--- src/hdl/mandelbrot_escape_time_top_macros.svh ---
// Assertion macros for the Mandelbrot escape-time block.
`ifndef MANDELBROT_ESCAPE_TIME_TOP_MACROS_SVH
`define MANDELBROT_ESCAPE_TIME_TOP_MACROS_SVH

// Same-cycle implication, checked on clk, off during reset.
`define MET_ASSERT_NOW(lbl, ante, cons, msg) \
	lbl: assert property (@(posedge clk) disable iff (!arst_n) (ante) |-> (cons)) \
		else $error(msg);

// Next-cycle implication, checked on clk, off during reset.
`define MET_ASSERT_NEXT(lbl, ante, cons, msg) \
	lbl: assert property (@(posedge clk) disable iff (!arst_n) (ante) |=> (cons)) \
		else $error(msg);

`endif

--- src/hdl/met_pkg.sv ---
// Shared types and constants of the Mandelbrot escape-time block.
`timescale 1ns / 1ps

package met_pkg;

	// Field widths
	localparam int C_W       = 32;
	localparam int LIMIT_W   = 16;
	localparam int BOUND_W   = 36;
	localparam int COUNT_W   = 17;
	localparam int CFG_IDX_W = 1;

	// Fraction bits of c and of the bound register
	localparam int IN_FRAC   = 28;

	// Digit width of the shared multiplier
	localparam int MUL_DIG_W = 16;

	// Register indexes
	localparam logic [CFG_IDX_W-1:0] REG_LIMIT = 1'b0;
	localparam logic [CFG_IDX_W-1:0] REG_BOUND = 1'b1;

	// Register reset values
	localparam logic [LIMIT_W-1:0] LIMIT_RST = 16'd255;
	localparam logic [BOUND_W-1:0] BOUND_RST = 36'd1073741824;

	// Multiplier status
	typedef struct packed {
		logic busy;
		logic done;
	} mul_stat_t;

endpackage

--- src/hdl/met_mul.sv ---
// Digit-serial unsigned multiplier shared by all products of one iteration.
`timescale 1ns / 1ps

module met_mul import met_pkg::*; #(
	parameter int MW = 34
) (
	input  logic           clk,
	input  logic           arst_n,
	input  logic           start,
	input  logic [MW-1:0]  a,
	input  logic [MW-1:0]  b,
	output logic [2*MW-1:0] prod,
	output mul_stat_t      stat
);

	localparam int DW   = MUL_DIG_W;
	localparam int ND   = (MW + DW - 1) / DW;
	localparam int DIGW = (ND > 1) ? $clog2(ND) : 1;
	localparam int PW   = 2 * MW;
	localparam int BPW  = ND * DW;

	logic            busy_q;
	logic            done_q;
	logic [DIGW-1:0] dig_q;
	logic [MW-1:0]   a_q;
	logic [BPW-1:0]  b_q;
	logic [PW-1:0]   acc_q;
	logic [DW-1:0]   digit;
	logic [MW+DW-1:0] pp;

	// Top digit of b first; acc shifts up one digit per step
	assign digit = b_q[BPW-1 -: DW];
	assign pp    = a_q * digit;

	// Step counter; done pulses the cycle after the last step
	always_ff @(posedge clk or negedge arst_n) begin
		if (!arst_n) begin
			busy_q <= 1'b0;
			done_q <= 1'b0;
			dig_q  <= '0;
		end else begin
			done_q <= busy_q && (dig_q == '0);
			if (start && !busy_q) begin
				busy_q <= 1'b1;
				dig_q  <= DIGW'(ND - 1);
			end else if (busy_q) begin
				dig_q <= dig_q - DIGW'(1);
				if (dig_q == '0) begin
					busy_q <= 1'b0;
				end
			end
		end
	end

	// Operands and accumulator
	always_ff @(posedge clk) begin
		if (start && !busy_q) begin
			a_q   <= a;
			b_q   <= BPW'(b);
			acc_q <= '0;
		end else if (busy_q) begin
			b_q   <= b_q << DW;
			acc_q <= (acc_q << DW) + PW'(pp);
		end
	end

	assign prod      = acc_q;
	assign stat.busy = busy_q;
	assign stat.done = done_q;

endmodule

--- config.mk ---
export PLATFORM = sky130hd
export DESIGN_NAME = met_mul
export DESIGN_NICKNAME = d
export VERILOG_FILES = /design/src/hdl/mandelbrot_escape_time_top_macros.svh /design/src/hdl/met_pkg.sv /design/src/hdl/met_mul.sv
export SDC_FILE = /design/constraint.sdc
export NUM_CORES = 2
export LEC_CHECK = 0
export ABC_AREA = 1
export BUFFER_PORTS_ARGS = -buffer_cell sky130_fd_sc_hd__buf_2
export CORE_UTILIZATION = 47
export DETAILED_ROUTE_END_ITERATION = 8
export HOLD_SLACK_MARGIN = 0.06
export PLACE_DENSITY = 0.65
export SLEW_MARGIN = 0
export SYNTH_ARGS = -nofsm -noshare
export SYNTH_HDL_FRONTEND = slang
export SYNTH_SLANG_ARGS = --single-unit
--- constraint.sdc ---
create_clock -name clk -period 6.54 [get_ports clk]
set_clock_uncertainty 0.05 [all_clocks]
set_input_delay 0.327 -clock clk [delete_from_list [all_inputs] [get_ports clk]]
set_output_delay 0.327 -clock clk [all_outputs]
set_load 0.02 [all_outputs]
### Word-level counts from Yosys, hierarchy flattened

Index checks and enable logic that the tools add are counted.

| word-level totals | value |
|---|---|
| register bits after elaboration | 154 |
| latch bits | 0 |
| memory bits (writable) | 0 |
| bits in read-only memories | 0 |
| bits of input ports | 71 |
| output and inout bits | 70 |
| logic and storage cells | 22 |
| memories | 0 |

| cells by class | value |
|---|---|
| $add $sub $neg | 2 |
| multipliers | 1 |
| divide/modulo/power cells | 0 |
| order comparisons | 0 |
| eq/ne operators | 0 |
| shifts and indexed selects | 0 |
| muxes and demuxes | 7 |
| bitwise gates (word level) | 0 |
| reductions and logical operators | 5 |

Operators by type and width:

| operator | count |
|---|---|
| 68-bit by 50-bit adder with 68-bit output | 1 |
| 34-bit two-way mux | 2 |
| 34-bit by 16-bit multiplier with 50-bit output | 1 |
| 2-bit two-way mux | 2 |
| 1-bit two-way mux | 3 |
| 1-bit logical AND | 2 |
| 2-bit logical NOT | 1 |
| 2-bit nonzero test | 1 |
| 2-bit by 1-bit subtractor with 2-bit output (second input constant) | 1 |
| 1-bit logical NOT | 1 |

### Longest topological paths before layout

| logic depth | value |
|---|---|
| word-level depth | 4 |
| mapped depth | 32 |
| gate-level depth less buffers | 30 |

### Least setup slack after synthesis

Ideal clock, no wire load.

| timing path | value |
|---|---|
| kind | reg2reg |
| start | register a_q[16] |
| end | register acc_q[41], in the netlist prod[41] |
| setup time | 0.185 ns |
| data arrival time | 5.161 ns |
| required time | 6.305 ns |
| setup slack | 1.145 ns |
| stages on the path, launching flop included | 25 |
| buffers on the path | 2 |
| period minus slack after synthesis | 5.395 ns |
| cell sequence | edfxtp_1 > clkbuf_1 > clkbuf_1 > nand2_1 > fa_1 > fa_1 > fa_1 > inv_1 > fa_1 > fa_1 > inv_1 > fa_1 > inv_1 > ha_1 > nand2_1 > nor2_1 > nand2_1 > inv_1 > nand3_1 > nand3_2 > nand2_1 > nand2_1 > nand2_1 > nand3_1 > o21ai_0 |

| between the ends | value |
|---|---|
| word-level cells in the longest chain between the ends | 2 |

RTL lines:

| what | RTL line | RTL |
|---|---|---|
| from (decl) | met_mul.sv:25 | `logic [MW-1:0] a_q;` |
| from (signal assigned) | met_mul.sv:58 | `a_q <= a;` |
| 34-bit by 16-bit multiplier with 50-bit output | met_mul.sv:33 | `assign pp = a_q * digit;` |
| 68-bit by 50-bit adder with 68-bit output | met_mul.sv:63 | `acc_q <= (acc_q << DW) + PW'(pp);` |
| to (signal assigned) | met_mul.sv:63 |  |
| to (decl) | met_mul.sv:27 | `logic [PW-1:0] acc_q;` |

No other way between the ends.
A chain may end at the register's enable or synchronous reset.

### Worst setup path after layout

| timing path | value |
|---|---|
| start | register a_q[7] |
| end | register acc_q[31], in the netlist prod[31] |

The elaborated chain is that of the path after synthesis.

==> metrics <==
status finished clean; ANT nets after route 0; Worst Hold Depth 3; DRT Wirelength 74800 um; I/O Buffers 140; Hold/Removal Path Class primary input to register; core area 0.0563 mm2; clock transition at the registers of the reported paths 0.08 ns; CP max FO 16; synthesis-to-finish area growth 9.82%; initial DRC count 1592; Net Count, Synth 4360; mean area per synthesized cell 7.28 um2; min-delay src b[13]; Core Util, Final 52.1%; Fin. Hold Viols 0; Post-DP HPWL 60500 um; Fin Setup TNS 0 ns; crit end category register; final net count 4458; mapped cell area 0.0267 mm2; yosys warns 0; Top Ports 141; first-pass GRT wire length 121000 um; die height 240 um; CTS Sinks 154; Synth Register Bits 154; Synth Flop Type dfxtp_1; Worst slew margin 39.0%; Placement Setup Slack 0.414 ns; Post-CTS Setup Bufs 0; critical register-to-register path startpoint a_q[7]; Initial Utilization 47.5%; Root Buffer clkbuf_16; RSZ-0062 raised after global routing no; Least-Margin Pin Slew 0.909 ns; R2R Path End prod[31]; CTS max path bufs 2; DR pass1 iterations 6; via count of the first global-routing pass 22000; antenna violations before repair 0; ys async rst share 2.60%; CTS tree yes; R2R depth 22; worst path required time 6.85 ns; Synth top area share 36.0%; f_max 161 MHz; critical path arrival 6.51 ns; maxcap violations 0; Worst-Skew Late Latency 0.50 ns; Area contributors post-synth fa_1 36%, nand2_1 17%, inv_1 16%; Vias/cell 4.79; CTS Buf Count 17; most frequent cells after synthesis 1196 x nand2_1, 1123 x inv_1, 480 x fa_1; setup ws final 0.343 ns; r2r setup slk 0.34 ns; routability cong. 0.954; CP startpoint kind register; top-count cell post-synth nand2_1; post-layout minimum cycle time 6.20 ns; sequential fraction of the synthesis area 14.2%; largest net degree at the start of global routing 57; die area 0.0578 mm2; number of core rows 87; Die W 240 um; Crit Path Category register to register; layout cells sized above 1 7.91%; Synth Instances 3670; Avg WL per Cell 16.5 um; n_diodes 0; fin crit share 94.8%; grt total ovfl 0; number of synthesized flops with an enable pin 68; via count 21700; Total GRT Usage 27.7%; setup violators final 0; Remaining DRCs 0; CTS H-tree depth 4; final slew viol count 0; dominant cell type by area after synthesis fa_1; post-synth cell types 35; Hold Path Sink b_q[13]
## final cells by class
cell class / count / area, um2
clock inverters: 15 / 185
multi-input cells: 2226 / 18100
well taps: 756 / 946
inverters: 1133 / 4250
repair buffers: 236 / 1660
fillers: 5602 / 26900
flip-flops and latches: 154 / 3780
clock buffers: 17 / 425
## critical path: stages (launching register included)
cell,delay (ns)
edfxtp_1,0.84
nand2_1,0.18
fa_1,0.58
inv_1,0.06
fa_1,0.50
inv_1,0.05
fa_1,0.55
inv_1,0.05
fa_1,0.44
fa_1,0.51
fa_1,0.45
ha_1,0.39
nand2_2,0.16
inv_1,0.05
nand2_1,0.06
nand2_1,0.08
inv_1,0.06
nand3_1,0.17
nand2_1,0.11
nand2_1,0.17
or2_1,0.26
nand3_1,0.17
o21ai_1,0.11
## worst max path at each step
stage,startpoint,cells after the start,slack (ns),endpoint
final,a_q[7],22,0.34,prod[31]
after floorplan,a_q[16],24,1.14,prod[41]
after detailed placement,a_q[17],20,0.41,prod[29]
after global routing,a_q[23],21,0.02,prod[32]
after CTS,a_q[17],20,0.36,prod[29]
after global placement,a_q[17],20,0.44,prod[26]
## cells in the final DEF (no fill, tap or decap), types with 17 or more instances in the layout
cell / synthesis / final
clkbuf_16: 0 / 17
nand2_1: 1196 / 1196
nor2_2: 20 / 20
o21ai_0: 50 / 50
edfxtp_1: 68 / 68
dlygate4sd3_1: 0 / 55
nor2_1: 91 / 89
buf_2: 3 / 140
inv_1: 1123 / 1122
a21oi_1: 63 / 63
nand3_1: 76 / 76
buf_4: 4 / 33
nand2_2: 31 / 31
fa_1: 480 / 480
dfxtp_1: 82 / 82
ha_1: 139 / 139
## timing repair
action | in CTS | in global routing
hold buffers | 55 | 0
endpoints found under the hold margin | 58 | 0
resized for setup | 0 | 0
## metal layers
layer / track usage, % / routed length, um / vias up
met5: 0 / 0 / -
met4: 10.6 / 2760 / 0
met3: 4.97 / 5100 / 118
met2: 43.7 / 34100 / 682
met1: 37.7 / 32800 / 10500
li1: - / - / 10500
## through the flow
step | std cells | hold slack [ns] | cell area, um2
after global placement | 4450 | 0.0962 | 28200
after detailed placement | 4450 | 0.100 | 28200
after global routing | 4537 | 0.0745 | 29300
after floorplan | 3670 | -0.0186 | 26700
final | 4537 | 0.0826 | 29300
after CTS | 4537 | 0.0618 | 29300
## logic make-up after synthesis
family                     Yosys count  synth area share [%]
buffers and inverters             1290                  18.2
DFF                                154                  14.2
adders and majority gates          619                  42.5
xor gates and xnor gates             1                0.0328
AOI/OAI and AO/OA                  144                  2.96
and+or+nand+nor                   1462                  22.2
## state kept, by name (all words and copies together), names as in the netlist
signal	flops
a_q	34
prod	68
done_q	1
dig_q	2
b_q	48
busy_q	1
Power is left out: the tool's default activity adds up to more than one toggle a clock period on the data nets, which glitch-free logic cannot reach.
